File: src/hdl/sme_pkg.sv
`timescale 1ns / 1ps
`default_nettype none

package sme_pkg;

    localparam int FIELD_W = 3;
    localparam int TYPE_W  = 2;
    localparam int MAX_OUT = 8;

    typedef enum logic [TYPE_W-1:0] {
        REQ_LOAD_PREF = 2'd0,
        REQ_LOAD_RANK = 2'd1,
        REQ_RUN       = 2'd2
    } req_kind_t;

    typedef struct packed {
        req_kind_t            kind;
        logic [FIELD_W-1:0]   person;
        logic [FIELD_W-1:0]   rank;
        logic [FIELD_W-1:0]   choice;
    } sme_cmd_t;

endpackage

`default_nettype wire

File: src/hdl/sme_ifs.sv
`timescale 1ns / 1ps
`default_nettype none

interface sme_req_if;
    logic       valid;
    logic       ready;
    logic [1:0] req_type;
    logic [2:0] person;
    logic [2:0] rank;
    logic [2:0] choice;

    modport source (output valid, output req_type, output person, output rank,
                    output choice, input ready);
    modport sink   (input valid, input req_type, input person, input rank,
                    input choice, output ready);
endinterface

interface sme_pair_if;
    logic       valid;
    logic       ready;
    logic [2:0] proposer;
    logic [2:0] partner;
    logic       unmatched;
    logic       last_pair;

    modport source (output valid, output proposer, output partner, output unmatched,
                    output last_pair, input ready);
    modport sink   (input valid, input proposer, input partner, input unmatched,
                    input last_pair, output ready);
endinterface

`default_nettype wire

File: src/hdl/sme_front.sv
`timescale 1ns / 1ps
`default_nettype none

module sme_front #(
    parameter int NUM_PEOPLE = 8
) (
    input  wire logic          clk,
    input  wire logic          rst_n,
    sme_req_if.sink            req,
    output logic               cmd_valid,
    input  wire logic          cmd_ready,
    output sme_pkg::sme_cmd_t  cmd
);
    import sme_pkg::*;

    localparam int Q_DEPTH = 2;

    sme_cmd_t   q_reg [Q_DEPTH];
    logic       wr_ptr_reg;
    logic       rd_ptr_reg;
    logic [1:0] cnt_reg;
    logic       keep;
    logic       push;
    logic       pop;
    sme_cmd_t   in_cmd;

    // loads with an index past the table and unknown types are dropped here
    always_comb
    begin
        unique case (req.req_type)
            REQ_LOAD_PREF, REQ_LOAD_RANK:
                keep = (int'(req.person) < NUM_PEOPLE) && (int'(req.rank) < NUM_PEOPLE)
                       && (int'(req.choice) < NUM_PEOPLE);
            REQ_RUN:
                keep = 1'b1;
            default:
                keep = 1'b0;
        endcase
    end

    assign in_cmd.kind   = req_kind_t'(req.req_type);
    assign in_cmd.person = req.person;
    assign in_cmd.rank   = req.rank;
    assign in_cmd.choice = req.choice;

    assign req.ready = (cnt_reg != 2'(Q_DEPTH));
    assign push      = req.valid && req.ready && keep;
    assign cmd_valid = (cnt_reg != 2'd0);
    assign pop       = cmd_valid && cmd_ready;
    assign cmd       = q_reg[rd_ptr_reg];

    always_ff @(posedge clk)
    begin
        if (push)
        begin
            q_reg[wr_ptr_reg] <= in_cmd;
        end
    end

    always_ff @(posedge clk or negedge rst_n)
    begin
        if (!rst_n)
        begin
            wr_ptr_reg <= 1'b0;
            rd_ptr_reg <= 1'b0;
            cnt_reg    <= 2'd0;
        end
        else
        begin
            if (push)
            begin
                wr_ptr_reg <= ~wr_ptr_reg;
            end
            if (pop)
            begin
                rd_ptr_reg <= ~rd_ptr_reg;
            end
            if (push && !pop)
            begin
                cnt_reg <= cnt_reg + 2'd1;
            end
            else if (pop && !push)
            begin
                cnt_reg <= cnt_reg - 2'd1;
            end
        end
    end

endmodule

`default_nettype wire

File: src/hdl/sme_back.sv
`timescale 1ns / 1ps
`default_nettype none

module sme_back #(
    parameter int NUM_PEOPLE = 8
) (
    input  wire logic               clk,
    input  wire logic               rst_n,
    input  wire logic               cmd_valid,
    output logic                    cmd_ready,
    input  wire sme_pkg::sme_cmd_t  cmd,
    sme_pair_if.source              pair
);
    import sme_pkg::*;

    localparam int IDX_W   = $clog2(NUM_PEOPLE);
    localparam int POS_W   = $clog2(NUM_PEOPLE + 1);
    localparam int DEPTH   = NUM_PEOPLE * NUM_PEOPLE;
    localparam int ADDR_W  = $clog2(DEPTH);
    localparam int OUT_CNT = (NUM_PEOPLE < MAX_OUT) ? NUM_PEOPLE : MAX_OUT;
    localparam int CNT_W   = $clog2(OUT_CNT);

    typedef enum logic [2:0] {
        S_IDLE,
        S_FIND,
        S_PREF,
        S_CMP,
        S_EMIT
    } state_t;

    state_t                 state_reg;
    logic [NUM_PEOPLE-1:0]  free_reg;
    logic [NUM_PEOPLE-1:0]  pm_reg;
    logic [NUM_PEOPLE-1:0]  ae_reg;
    logic [IDX_W-1:0]       pp_reg  [NUM_PEOPLE];
    logic [IDX_W-1:0]       ap_reg  [NUM_PEOPLE];
    logic [POS_W-1:0]       pos_reg [NUM_PEOPLE];
    logic [IDX_W-1:0]       cur_p_reg;
    logic [IDX_W-1:0]       cur_a_reg;
    logic [IDX_W-1:0]       rival_reg;
    logic [CNT_W-1:0]       cnt_reg;

    logic                   out_valid_reg;
    logic [FIELD_W-1:0]     out_proposer_reg;
    logic [FIELD_W-1:0]     out_partner_reg;
    logic                   out_unmatched_reg;
    logic                   out_last_reg;

    logic [FIELD_W-1:0]     pref_mem [DEPTH];
    logic [FIELD_W-1:0]     rank_mem [DEPTH];
    logic [FIELD_W-1:0]     pref_rd_q;
    logic [FIELD_W-1:0]     rank_p_q;
    logic [FIELD_W-1:0]     rank_r_q;

    logic                   pop;
    logic                   pref_we;
    logic                   rank_we;
    logic [ADDR_W-1:0]      pref_wr_addr;
    logic [ADDR_W-1:0]      rank_wr_addr;
    logic [ADDR_W-1:0]      pref_rd_addr;
    logic [ADDR_W-1:0]      rank_p_addr;
    logic [ADDR_W-1:0]      rank_r_addr;

    logic                   found;
    logic [IDX_W-1:0]       fp;
    logic [POS_W-1:0]       fpos;
    logic                   a_ok;
    logic [IDX_W-1:0]       a_idx;
    logic [IDX_W-1:0]       rival;
    logic [IDX_W-1:0]       emit_idx;
    logic                   emit_none;
    logic                   out_free;

    assign cmd_ready = (state_reg == S_IDLE);
    assign pop       = cmd_valid && cmd_ready;
    assign pref_we   = pop && (cmd.kind == REQ_LOAD_PREF);
    assign rank_we   = pop && (cmd.kind == REQ_LOAD_RANK);

    assign pref_wr_addr = ADDR_W'(int'(cmd.person) * NUM_PEOPLE + int'(cmd.rank));
    assign rank_wr_addr = ADDR_W'(int'(cmd.person) * NUM_PEOPLE + int'(cmd.choice));

    // lowest-numbered free proposer
    always_comb
    begin
        found = 1'b0;
        fp    = '0;
        for (int i = NUM_PEOPLE - 1; i >= 0; i--)
        begin
            if (free_reg[i])
            begin
                found = 1'b1;
                fp    = IDX_W'(i);
            end
        end
    end

    assign fpos         = pos_reg[fp];
    assign pref_rd_addr = ADDR_W'(int'(fp) * NUM_PEOPLE + int'(fpos));

    assign a_ok        = (int'(pref_rd_q) < NUM_PEOPLE);
    assign a_idx       = IDX_W'(pref_rd_q);
    assign rival       = ap_reg[a_idx];
    assign rank_p_addr = ADDR_W'(int'(a_idx) * NUM_PEOPLE + int'(cur_p_reg));
    assign rank_r_addr = ADDR_W'(int'(a_idx) * NUM_PEOPLE + int'(rival));

    assign emit_idx  = IDX_W'(cnt_reg);
    assign emit_none = !pm_reg[emit_idx];
    assign out_free  = !out_valid_reg || pair.ready;

    always_ff @(posedge clk)
    begin
        if (pref_we)
        begin
            pref_mem[pref_wr_addr] <= cmd.choice;
        end
        if (rank_we)
        begin
            rank_mem[rank_wr_addr] <= cmd.rank;
        end
        pref_rd_q <= pref_mem[pref_rd_addr];
        rank_p_q  <= rank_mem[rank_p_addr];
        rank_r_q  <= rank_mem[rank_r_addr];
    end

    always_ff @(posedge clk or negedge rst_n)
    begin
        if (!rst_n)
        begin
            state_reg         <= S_IDLE;
            free_reg          <= '0;
            pm_reg            <= '0;
            ae_reg            <= '0;
            pp_reg            <= '{default: '0};
            ap_reg            <= '{default: '0};
            pos_reg           <= '{default: '0};
            cur_p_reg         <= '0;
            cur_a_reg         <= '0;
            rival_reg         <= '0;
            cnt_reg           <= '0;
            out_valid_reg     <= 1'b0;
            out_proposer_reg  <= '0;
            out_partner_reg   <= '0;
            out_unmatched_reg <= 1'b0;
            out_last_reg      <= 1'b0;
        end
        else
        begin
            // the emit state drives the valid flag itself
            if (out_valid_reg && pair.ready && (state_reg != S_EMIT))
            begin
                out_valid_reg <= 1'b0;
            end

            unique case (state_reg)
                S_IDLE:
                begin
                    if (pop && (cmd.kind == REQ_RUN))
                    begin
                        free_reg  <= '1;
                        pm_reg    <= '0;
                        ae_reg    <= '0;
                        pos_reg   <= '{default: '0};
                        state_reg <= S_FIND;
                    end
                end
                S_FIND:
                begin
                    if (!found)
                    begin
                        cnt_reg   <= '0;
                        state_reg <= S_EMIT;
                    end
                    else if (int'(fpos) >= NUM_PEOPLE)
                    begin
                        // list used up: drop out of the free set for good
                        free_reg[fp] <= 1'b0;
                    end
                    else
                    begin
                        pos_reg[fp] <= fpos + POS_W'(1);
                        cur_p_reg   <= fp;
                        state_reg   <= S_PREF;
                    end
                end
                S_PREF:
                begin
                    state_reg <= S_FIND;
                    if (a_ok)
                    begin
                        if (!ae_reg[a_idx])
                        begin
                            ae_reg[a_idx]    <= 1'b1;
                            ap_reg[a_idx]    <= cur_p_reg;
                            pm_reg[cur_p_reg] <= 1'b1;
                            pp_reg[cur_p_reg] <= a_idx;
                            free_reg[cur_p_reg] <= 1'b0;
                        end
                        else
                        begin
                            cur_a_reg <= a_idx;
                            rival_reg <= rival;
                            state_reg <= S_CMP;
                        end
                    end
                end
                S_CMP:
                begin
                    // ties keep the current partner
                    if (rank_p_q < rank_r_q)
                    begin
                        ap_reg[cur_a_reg]   <= cur_p_reg;
                        pm_reg[cur_p_reg]   <= 1'b1;
                        pp_reg[cur_p_reg]   <= cur_a_reg;
                        free_reg[cur_p_reg] <= 1'b0;
                        pm_reg[rival_reg]   <= 1'b0;
                        free_reg[rival_reg] <= 1'b1;
                    end
                    state_reg <= S_FIND;
                end
                S_EMIT:
                begin
                    if (out_free)
                    begin
                        out_valid_reg     <= 1'b1;
                        out_proposer_reg  <= FIELD_W'(cnt_reg);
                        out_partner_reg   <= emit_none ? '0 : FIELD_W'(pp_reg[emit_idx]);
                        out_unmatched_reg <= emit_none;
                        out_last_reg      <= (cnt_reg == CNT_W'(OUT_CNT - 1));
                        cnt_reg           <= cnt_reg + CNT_W'(1);
                        if (cnt_reg == CNT_W'(OUT_CNT - 1))
                        begin
                            state_reg <= S_IDLE;
                        end
                    end
                end
                default:
                begin
                    state_reg <= S_IDLE;
                end
            endcase
        end
    end

    assign pair.valid     = out_valid_reg;
    assign pair.proposer  = out_proposer_reg;
    assign pair.partner   = out_partner_reg;
    assign pair.unmatched = out_unmatched_reg;
    assign pair.last_pair = out_last_reg;

endmodule

`default_nettype wire

File: src/hdl/stable_matching_engine.sv
`timescale 1ns / 1ps
`default_nettype none

// Proposer-optimal stable matching over NUM_PEOPLE proposers and acceptors.
// Request beats load one proposer preference entry (type 0) or one acceptor
// rank entry (type 1), or start a run (type 2); out-of-range loads and type 3
// are dropped at the front. A two-entry command queue decouples the request
// side from the engine. Loads stream at one per cycle while no run is in
// progress. A run first clears the match state, then per proposal takes a
// find step, a preference-memory read step and, when the acceptor is already
// engaged, a rank-memory compare step (up to NUM_PEOPLE^2 proposals), plus an
// exhaust step for each proposer whose list runs out and a closing find step
// that sees no free proposer, then sends min(NUM_PEOPLE, 8) result beats at
// one per cycle while the sink is ready. The registered reads of the separate
// preference and rank memories set these proposal steps. Tables are undefined
// until written; no clearing pass follows reset.
module stable_matching_engine #(
    parameter int NUM_PEOPLE = 8
) (
    input  wire logic   clk,
    input  wire logic   rst_n,
    sme_req_if.sink     req,
    sme_pair_if.source  pair
);
    import sme_pkg::*;

    logic      cmd_valid;
    logic      cmd_ready;
    sme_cmd_t  cmd;

    sme_front #(
        .NUM_PEOPLE (NUM_PEOPLE)
    ) u_front (
        .clk       (clk),
        .rst_n     (rst_n),
        .req       (req),
        .cmd_valid (cmd_valid),
        .cmd_ready (cmd_ready),
        .cmd       (cmd)
    );

    sme_back #(
        .NUM_PEOPLE (NUM_PEOPLE)
    ) u_back (
        .clk       (clk),
        .rst_n     (rst_n),
        .cmd_valid (cmd_valid),
        .cmd_ready (cmd_ready),
        .cmd       (cmd),
        .pair      (pair)
    );

endmodule

`default_nettype wire

File: src/flat_wrapper.sv
// flat-port wrapper written by rule: the top's interface ports become plain ports
module stable_matching_engine_flat import sme_pkg::*;
#(
    parameter int NUM_PEOPLE = 8
)
  (clk, rst_n, req_valid, req_req_type, req_person, req_rank, req_choice, req_ready, pair_valid, pair_proposer, pair_partner, pair_unmatched, pair_last_pair, pair_ready);
  sme_req_if req_i ();
  sme_pair_if pair_i ();
  input  wire logic clk;
  input  wire logic rst_n;
  input wire logic [$bits(req_i.valid)-1:0] req_valid;
  input wire logic [$bits(req_i.req_type)-1:0] req_req_type;
  input wire logic [$bits(req_i.person)-1:0] req_person;
  input wire logic [$bits(req_i.rank)-1:0] req_rank;
  input wire logic [$bits(req_i.choice)-1:0] req_choice;
  output wire logic [$bits(req_i.ready)-1:0] req_ready;
  output wire logic [$bits(pair_i.valid)-1:0] pair_valid;
  output wire logic [$bits(pair_i.proposer)-1:0] pair_proposer;
  output wire logic [$bits(pair_i.partner)-1:0] pair_partner;
  output wire logic [$bits(pair_i.unmatched)-1:0] pair_unmatched;
  output wire logic [$bits(pair_i.last_pair)-1:0] pair_last_pair;
  input wire logic [$bits(pair_i.ready)-1:0] pair_ready;
  assign req_i.valid = req_valid;
  assign req_i.req_type = req_req_type;
  assign req_i.person = req_person;
  assign req_i.rank = req_rank;
  assign req_i.choice = req_choice;
  assign req_ready = req_i.ready;
  assign pair_valid = pair_i.valid;
  assign pair_proposer = pair_i.proposer;
  assign pair_partner = pair_i.partner;
  assign pair_unmatched = pair_i.unmatched;
  assign pair_last_pair = pair_i.last_pair;
  assign pair_i.ready = pair_ready;
  stable_matching_engine #(.NUM_PEOPLE(NUM_PEOPLE)) u_core (.clk(clk), .rst_n(rst_n), .req(req_i), .pair(pair_i));
endmodule
File: config.mk
export PLATFORM = sky130hd
export DESIGN_NAME = stable_matching_engine_flat
export DESIGN_NICKNAME = d
export VERILOG_FILES = /design/src/hdl/sme_pkg.sv /design/src/hdl/sme_ifs.sv /design/src/hdl/sme_front.sv /design/src/hdl/sme_back.sv /design/src/hdl/stable_matching_engine.sv /design/src/flat_wrapper.sv
export SDC_FILE = /design/constraint.sdc
export NUM_CORES = 1
export LEC_CHECK = 0
export BUFFER_PORTS_ARGS = -buffer_cell sky130_fd_sc_hd__clkbuf_2
export CORE_MARGIN = 8
export CORE_UTILIZATION = 60
export DETAILED_ROUTE_END_ITERATION = 12
export PLACE_DENSITY = 0.76
export REMOVE_ABC_BUFFERS = 1
export SETUP_SLACK_MARGIN = 0.02
export SYNTH_ARGS = -nofsm -noshare
export SYNTH_HDL_FRONTEND = slang
export SYNTH_SLANG_ARGS = --single-unit
File: constraint.sdc
create_clock -name clk -period 5.6 [get_ports clk]
set_clock_uncertainty 0.15 [all_clocks]
set_input_delay 1.12 -clock clk [delete_from_list [all_inputs] [get_ports clk]]
set_output_delay 1.12 -clock clk [all_outputs]
set_load 0.05 [all_outputs]
=== Yosys cells after proc, flatten, opt, wreduce, memory -nomap -nowiden ===
Memory sizes are Yosys's and may differ from the RTL's. A register that Yosys moved wholly into a read port is not among the register bits.
Index checks and enable logic that the tools add are counted.

* Register bits: 132
* Bits in latches: 0
* RAM bits: 406
* ROM bits: 0
* Bits of input ports: 15
* Output and inout port bits: 10
* Word-level logic and storage cells: 250
* Memories: 3

* Add/sub/neg operators: 9
* $mul: 0
* Divide/modulo/power cells: 0
* Magnitude comparators: 20
* Equal/unequal tests: 21
* Shifts and indexed selects: 0
* Muxes and demuxes: 95
* Bitwise operators: 17
* Reductions and logical operators: 45

{| class="wikitable"
|+ Memory list
! name !! depth !! width !! read ports !! clocked after Yosys merged registers in !! write ports !! RTL line !! source
|-
| u_core.u_back.pref_mem || 64 || 3 || 1 || 1 || 1 || sme_back.sv:49 || <nowiki>logic [FIELD_W-1:0] pref_mem [DEPTH];</nowiki>
|-
| u_core.u_back.rank_mem || 64 || 3 || 2 || 2 || 1 || sme_back.sv:50 || <nowiki>logic [FIELD_W-1:0] rank_mem [DEPTH];</nowiki>
|-
| u_core.u_front.q_reg || 2 || 11 || 1 || 0 || 1 || sme_front.sv:18 || <nowiki>sme_cmd_t q_reg [Q_DEPTH];</nowiki>
|}

{| class="wikitable"
|+ Operators by type and width
! operator !! number
|-
| $bwmux 24 || 4
|-
| $mux 24 || 4
|-
| $mux 32 || 3
|-
| $pmux 24 s2 || 2
|-
| $mux 8 || 9
|-
| $mux 3 || 23
|-
| $pmux 32 s2 || 1
|-
| $bwmux 32 || 1
|-
| $pmux 8 s4 || 1
|-
| $demux 3 s3 || 3
|-
| $add 6x3->6 || 4
|-
| $and 8x8->8 || 3
|-
| $ge 4x4->1 const B || 6
|-
| $mux 1 || 24
|-
| $not 8->8 || 3
|-
| $or 8x8->8 || 3
|-
| $pmux 8 s3 || 1
|-
| $lt 3x4->1 const B || 5
|-
| $ne 2x2->1 const B || 10
|-
| $not 3->4 || 5
|-
| $bmux 3 s3 || 2
|-
| $logic_and 1x1->1 || 18
|-
| $lt 4x1->1 const B || 4
|-
| $pmux 8 s2 || 1
|-
| 34 further kinds || 67
|}

=== Depth between registers and ports, before layout ===
Gate-level depths: netlist of run 1.

* Depth in word-level cells: 17
* Gate-level depth with buffers: 16
* Depth with buffers taken out: 13

=== Modules after synthesis ===
From an unflattened synthesis of run 1, not the netlist that was laid out.

* Cell total of the unflattened synthesis: 1999
* Area total of the unflattened synthesis: 24865.1 um2

{| class="wikitable"
|+ Modules (own cells, without submodules)
! module !! instances !! cells an instance !! area an instance (um2) !! seq. area each (um2)
|-
| sme_back || 1 || 1945 || 23839.1 || 14914.3
|-
| sme_front || 1 || 54 || 1026.0 || 760.7
|}

=== Worst setup path after synthesis of run 1 ===
No wires, ideal clock.

* Path type: register to register
* From: register u_core.u_back.free_reg[1]
* To: register u_core.u_back.pref_rd_q[0] (netlist: u_core.u_back.a_idx[0]), read port of u_core.u_back.pref_mem
* Setup time: 0.078 ns
* Arrival: 3.341 ns
* Required time: 5.372 ns
* Setup slack: 2.031 ns
* Cell stages (with the launch flop): 16
* Path buffers: 2
* Period minus slack after synthesis: 3.569 ns
* Path through: dfrtp_1 -> buf_6 -> or4_4 -> nor2_1 -> nand2_1 -> o22ai_1 -> nor3_1 -> ha_1 -> ha_1 -> xnor2_1 -> or2_2 -> buf_1 -> a41o_1 -> a2111oi_0 -> a21oi_1 -> a32oi_1

* Cells in the longest elaborated chain, start to end: 7

{| class="wikitable"
|+ RTL lines
! what !! RTL line !! source
|-
| from (decl) || sme_back.sv:32 || <nowiki>logic [NUM_PEOPLE-1:0] free_reg;</nowiki>
|-
| from (signal assigned) || sme_back.sv:130 || <nowiki>free_reg <= '0;</nowiki>
|-
| from (signal assigned) || sme_back.sv:159 || <nowiki>free_reg <= '1;</nowiki>
|-
| from (signal, indexed assignment) || sme_back.sv:176 || <nowiki>free_reg[fp] <= 1'b0;</nowiki>
|-
| $mux 3 * (2 in series) || sme_back.sv:89 || <nowiki>if (free_reg[i])</nowiki>
|-
| $not 3->4 (not written as such) || sme_back.sv:97 || <nowiki>assign fpos = pos_reg[fp];</nowiki>
|-
| $bmux 4 s3 || sme_back.sv:97 ||
|-
| $mux 4 (not written as such) (2 in series) || sme_back.sv:97 ||
|-
| $add 6x4->6 * || sme_back.sv:98 || <nowiki>assign pref_rd_addr = ADDR_W'(int'(fp) * NUM_PEOPLE + int'(fpos));</nowiki>
|-
| to (decl) || sme_back.sv:51 || <nowiki>logic [FIELD_W-1:0] pref_rd_q;</nowiki>
|}

Mark *: on every way between the ends. The rest lies on a longest branch, timed or not. The select of a mux whose other input is x is not followed.
A chain may end at the register's enable or synchronous reset.

=== Worst setup path in the final report of run 1 ===
* From: register u_core.u_back.free_reg[7]
* To: register u_core.u_back.pref_rd_q[2] (netlist: u_core.u_back.a_idx[2]), read port of u_core.u_back.pref_mem

* Cells in the longest elaborated chain, start to end: 13

{| class="wikitable"
|+ RTL lines
! what !! RTL line
|-
| $mux 3 * (8 in series) || sme_back.sv:89
|-
| $not 3->4 (not written as such) || sme_back.sv:97
|-
| $bmux 4 s3 || sme_back.sv:97
|-
| $mux 4 (not written as such) (2 in series) || sme_back.sv:97
|-
| $add 6x4->6 * || sme_back.sv:98
|}

Marked as above.

==> results of run 1 <==
[cell type report]
type                            instances  area [um^2]  share of cell area [%]
Timing Repair Buffer                   60          409                    1.52
Clock buffer                           71         1500                    5.55
Inverter                               30          113                   0.418
Tap cell                              532          666                    2.47
Clock inverter                         28          209                   0.775
Sequential cell                       547        15700                    58.1
Multi-Input combinational cell       1249         8390                    31.1
[synth_stat cells (37+ instances only)]
cell	n	share of area, %
clkbuf_1	69	1.0
a22oi_1	112	3.4
a211oi_1	37	1.1
and2_1	52	1.3
edfxtp_1	406	49
mux2_2	37	1.7
nor2_1	230	3.5
mux2i_1	109	4.4
o21ai_0	42	0.85
dfrtp_1	132	13
nand2_1	176	2.7
a2111oi_0	47	1.7
a21oi_1	73	1.5
[worst max-delay path, cell delays in order (launching register included)]
cell,delay (ns)
dfrtp_1,0.44
nor2b_1,0.16
o21ai_1,0.66
and2_1,0.37
a211oi_4,0.09
buf_4,0.26
nor3_4,0.88
buf_4,0.44
a41o_1,0.26
nor4_1,0.06
a2111oi_0,0.82
a32oi_1,0.23
[per-stage QoR]
stage          instances  setup WS (ns)  power, mW  util, %
2_1_floorplan       1826         -0.985       9.99        -
3_3_place_gp        2418          0.823       12.0     61.9
3_5_place_dp        2418          0.690       12.2     61.9
4_1_cts             2517          0.665       15.7     66.0
5_1_grt             2517          0.251       16.5     66.0
6_report            2517          0.561       15.8     66.0
[layout by cell type (no fill, tap or decap), types with 30 or more instances in the layout]
master	Yosys	routed
edfxtp_1	406	406
buf_4	7	35
a21oi_1	73	73
mux2_2	37	37
nor2_1	230	228
and2_1	52	52
nor4b_1	30	30
clkbuf_16	0	56
nand2_1	176	176
o21ai_0	42	42
a2111oi_0	47	47
mux2i_1	109	109
a211oi_1	37	36
a22oi_1	112	112
dfrtp_1	132	132
[worst max-delay path by stage]
stage                              startpoint                   endpoint  slack [ns]
finish              u_core.u_back.free_reg[7]     u_core.u_back.a_idx[2]        0.56
detailed placement  u_core.u_back.free_reg[7]     u_core.u_back.a_idx[2]        0.69
CTS                 u_core.u_back.free_reg[7]     u_core.u_back.a_idx[2]        0.67
global placement    u_core.u_back.free_reg[7]     u_core.u_back.a_idx[2]        0.82
floorplan              u_core.u_back.a_idx[0]  u_core.u_back.rank_r_q[0]       -0.98
global route        u_core.u_back.free_reg[7]     u_core.u_back.a_idx[2]        0.25
[per-layer routing]
metal  part of all wire (%)  GRT usage (%)  wire length [um]
met5                      0              0                 0
met4                    2.9           9.54              1810
met3                     10           4.05              6400
met2                     46           40.4             29000
met1                     41           37.3             25300
[kinds of logic after synthesis]
| family | share of synthesized area, % |
|---|---|
| AOI/OAI and AO/OA | 13.5 |
| xor gates and xnor gates | 0.247 |
| adders and majority gates | 0.454 |
| buffers and inverters | 3.10 |
| DFF | 63.2 |
| muxes | 7.90 |
| and+or+nand+nor | 11.6 |
[power groups by stage]
| stage | Clock (mW) | Sequential, mW | Combinational (mW) |
|---|---|---|---|
| after floorplan | 0 | 5.58 | 4.40 |
| after global placement | 0 | 5.65 | 6.36 |
| after detailed placement | 0 | 5.67 | 6.50 |
| after CTS | 3.52 | 5.59 | 6.54 |
| after global routing | 3.68 | 5.67 | 7.19 |
| final | 3.50 | 5.61 | 6.67 |
==> reports/metrics.csv, run 1 <==
metric;value;unit
grt_pass1_wl;98.0;mm
fin_area;27000;um^2
die_h;219;um
grt_overflow;0;
worstHoldPathCells;2;
postPlaceCellArea;25300;um^2
ys_warn_count;0;
port_buffers;24;
avgSynthCellArea;12.6;um^2
synth_cell_types;72;
cts_tree;done;
pin_count;25;
max-clock-path-buffers;3;
ctsResizeCount;0;
synthCells;1960;
insertion_delay;0.61;ns
vias;17400;
cp-end-kind;flop;
drive_gt1_share;11.0;%
ant_nets;0;
drtPass1Iterations;6;
tns;0;ns
die-area;48100;um^2
whs;0.324;ns
cts.sinks;547;
crit_type;reg -> reg;
initialDrtViolationCount;2127;
clk_pin_slew;0.06;ns
hold_viol;0;
yosysSeqAreaShare;63.2;%
start_util;60.7;%
r2r-start;u_core.u_back.free_reg[7];
synthFlopType;edfxtp_1;
tritoncts.num_buffers;54;
critPathRequiredTime;5.85;ns
outcome;finished, final reports clean;
r2r_slack;0.56;ns
hp-class;reg -> reg;
grt_max_degree;81;
rsz0062_at_grt;false;
grt_pass1_vias;16900;
worstHoldEndpoint;u_core.u_back.pair.partner[2];
wl_per_cell;24.8;um
tightest_slew;1.18;ns
period_needed;5.04;ns
switchingPower;6.42;mW
drv_slew;0;
viasPerCell;6.90;
power_frac_comb;42.3;%
routed_wl;62.5;mm
dieWidth;219;um
nFillCells;2836;
root_buffer;clkbuf_16;
synth_edf_count;406;
synth_area;24800;um^2
worst-r2r-cell-count;11;
reg2reg_to;u_core.u_back.a_idx[2];
p_int;9.35;mW
rows;74;
drv_cap;0;
p_leak;9.43;nW
finalNetCount;1966;
cts_setup_buffers;0;
switching_share;40.7;%
antenna_found_initial;0;
peakVddDrop;530;uV
critPathLaunchType;flop;
slew_headroom;21.2;%
dpl.hpwl;40.1;mm
pwr-share-seq;35.5;%
syn_to_final_growth;8.76;%
pwr-share-clk;22.2;%
async_flop_share;24.1;%
drc;0;
grt_use_total;26.1;%
synth-seq-cells;547;
cp_max_fo;29;
finalCritPeriodShare;90.0;%
core_area;40800;um^2
num_antenna_cells;0;
gp_congestion;0.906;
arrival;5.29;ns
worstHoldStart;u_core.u_back.pair.partner[2];
setup_viol;0;
timing.fmax;198;MHz
holdBufCountCts;0;
p_per_area;585;nW/um^2
h-tree-depth;2;
(Power assumes the default switching activity.)
==> run 2, diff against run 1 <==
--- a/config.mk
+++ b/config.mk
@@ -5,9 +5,11 @@
 export SDC_FILE = /design/constraint.sdc
 export NUM_CORES = 1
 export LEC_CHECK = 0
+export ABC_AREA = 1
 export BUFFER_PORTS_ARGS = -buffer_cell sky130_fd_sc_hd__clkbuf_2
 export CORE_MARGIN = 8
 export CORE_UTILIZATION = 60
+export CTS_CLUSTER_SIZE = 25
 export DETAILED_ROUTE_END_ITERATION = 12
 export PLACE_DENSITY = 0.76
 export REMOVE_ABC_BUFFERS = 1
==> constraint.sdc (replaced) <==
create_clock -name clk -period 5.6 [get_ports clk]
set_clock_uncertainty 0.15 [all_clocks]
set_input_delay 0.28 -clock clk [delete_from_list [all_inputs] [get_ports clk]]
set_output_delay 0.28 -clock clk [all_outputs]
set_load 0.05 [all_outputs]
==> run 2 against run 1 <==
  * Maximum frequency rose by 24%
  * Final area increased by 3.9%
  * Total power grew 7.9%
  * Non-clock buffer count grew 6
  * Wire length is 8.9% higher
  * Register-to-register slack improved by 0.98 ns
  * Clock-buffer cell count down 3
  * Area after synthesis is 3.4% higher
  * Combinational power up 20%
  * Worst hold slack got worse by 0.29 ns
  * Global-route usage is 0.89 points higher
==> reports/metrics.csv, run 2 <==
metric;value;unit
drv_slew;0;
ctsResizeCount;0;
core_area;42000;um^2
slew_headroom;27.2;%
die_h;223;um
grt_max_degree;103;
cts_setup_buffers;0;
outcome;finished, final reports clean;
slowest_delay;0.77;ns
syn_to_final_growth;9.28;%
cp-end-kind;flop;
arrival;4.42;ns
hp-class;in -> async;
yosys-top-cells-area;edfxtp_1 48%, dfrtp_1 13%, nand2_1 7.3%;
p_leak;10.9;nW
crit_type;reg -> reg;
tns;0;ns
grt_use_total;27.0;%
cp_max_fo;76;
grt_pass1_wl;106;mm
start_util;61.0;%
synth_edf_count;406;
pin_count;25;
insertion_delay;0.61;ns
viasPerCell;6.24;
max-clock-path-buffers;3;
crit_path_cell_trace;buf_4 -> nor2_1 -> a221oi_1 -> nand2_4 -> clkinv_1 -> nor2_1 -> nor2_1 -> o21ai_0 -> nand3_1 -> nand3_1 -> nand2_1 -> nand2_1 -> nand2_1 -> inv_1 -> nand2_1;
grt_pass1_vias;19000;
critPathRequiredTime;5.96;ns
routed_wl;68.1;mm
p_per_area;608;nW/um^2
cts_tree;done;
period_needed;4.06;ns
drv_cap;0;
dieWidth;223;um
synth-seq-cells;547;
synthTopCellsByCount;499 x nand2_1, 406 x edfxtp_1, 297 x inv_1;
gp_congestion;0.938;
cp_common_cell;nand2_1;
setup_viol;0;
dpl.hpwl;43.4;mm
yosysMostFrequentCell;nand2_1;
tritoncts.num_buffers;52;
tightest_slew;1.09;ns
fin_area;28000;um^2
drc;0;
critPathLaunchType;flop;
nFillCells;3201;
yosysSeqAreaShare;61.2;%
avgSynthCellArea;9.83;um^2
grt_use_met3;5.60;%
antenna_found_initial;0;
timing.fmax;246;MHz
yosysTopAreaCell;edfxtp_1;
finalCritPeriodShare;72.6;%
h-tree-depth;2;
die-area;49600;um^2
drive_gt1_share;7.29;%
clk_pin_slew;0.06;ns
mostFrequentLayoutCell;nand2_1;
synth_top_area_share;47.6;%
port_buffers;24;
met2_usage;42.0;%
num_antenna_cells;0;
most-common-layout-cells;496 x nand2_1, 406 x edfxtp_1, 294 x inv_1;
peakVddDrop;631;uV
rsz0062_at_grt;false;
rows;75;
wl_per_cell;21.4;um
drtPass1Iterations;6;
synthFlopType;edfxtp_1;
synth_area;25600;um^2
gr-usage-met1;37.5;%
synth_cell_types;56;
slowest_stage;clkinv_1;
hold_viol;0;
finalNetCount;2628;
grt_overflow;0;
root_buffer;clkbuf_16;
ant_nets;0;
holdBufCountCts;14;
grt_busiest_layer;met2;
cts.sinks;547;
async_flop_share;24.1;%
vias;19900;
ys_warn_count;0;
initialDrtViolationCount;2586;
synthCells;2606;
postPlaceCellArea;26200;um^2
-- run 2: cell families after synthesis --
logic type / Yosys count / synth area share [%]
xor gates and xnor gates: 6 / 0.205
and+or+nand+nor: 1123 / 19.7
DFF: 547 / 61.2
buffers and inverters: 436 / 6.70
adders and majority gates: 9 / 0.439
AOI/OAI and AO/OA: 480 / 11.6
muxes: 5 / 0.210
-- run 2: worst paths after layout --
| kind | cells after the start | slack [ns] | from | endpoint |
|---|---|---|---|---|
| worst max register to register | 15 | 1.54 | u_core.u_back.a_idx[0] | u_core.u_back.rank_r_q[2] |
| worst min-delay path | 2 | 0.04 | rst_n | u_core.u_back.pos_reg[19] |
| worst min register to register | 1 | 0.33 | u_core.u_front.cnt_reg[0] | u_core.u_front.cnt_reg[0] |
| worst max-delay path | 15 | 1.54 | u_core.u_back.a_idx[0] | u_core.u_back.rank_r_q[2] |
| min in group clk | 2 | 0.26 | req_choice[1] | u_core.u_front.q_reg[1][1] |
| max in group asynchronous | 3 | 3.80 | rst_n | u_core.u_back.ap_reg[5] |
-- run 2: layout make-up --
class                           instances  area [um^2]  area share, %
Timing Repair Buffer                   66          489           1.75
Clock inverter                         29          299           1.07
Multi-Input combinational cell       1623         8290           29.6
Sequential cell                       547        15700           56.0
Inverter                              314         1180           4.21
Tap cell                              539          674           2.41
Clock buffer                           68         1400           5.00
-- run 2: metrics by stage --
stage / setup slack [ns] / total power [mW] / std cells / util (%) / hold WS (ns)
after floorplan: -0.464 / 10.8 / 2484 / - / -0.166
after global placement: 1.82 / 13.2 / 3075 / 62.2 / 0.0971
after detailed placement: 1.74 / 13.4 / 3075 / 62.2 / 0.109
after CTS: 1.74 / 16.9 / 3186 / 66.6 / 0.0345
after global routing: 1.25 / 18.0 / 3186 / 66.6 / 0.0824
final: 1.54 / 17.0 / 3186 / 66.6 / 0.0387
-- run 2: per-layer routing --
layer,vias up,share of wire (%)
li1,9039,-
met1,9489,40
met2,1186,45
met3,179,11
met4,0,3.5
met5,-,0
-- run 2: critical path: cells and delay by family (launching register included) --
family | cells | cell delay, ns
and+or+nand+nor | 10 | 1.98
buffers and inverters | 3 | 1.06
AOI/OAI and AO/OA | 2 | 0.36
DFF | 1 | 0.37
-- run 2: power breakdown --
group          switching [mW]  internal [mW]  total [mW]
registers               0.270           5.20        5.47
clock network            1.51           2.00        3.52
logic                    5.92           2.11        8.03
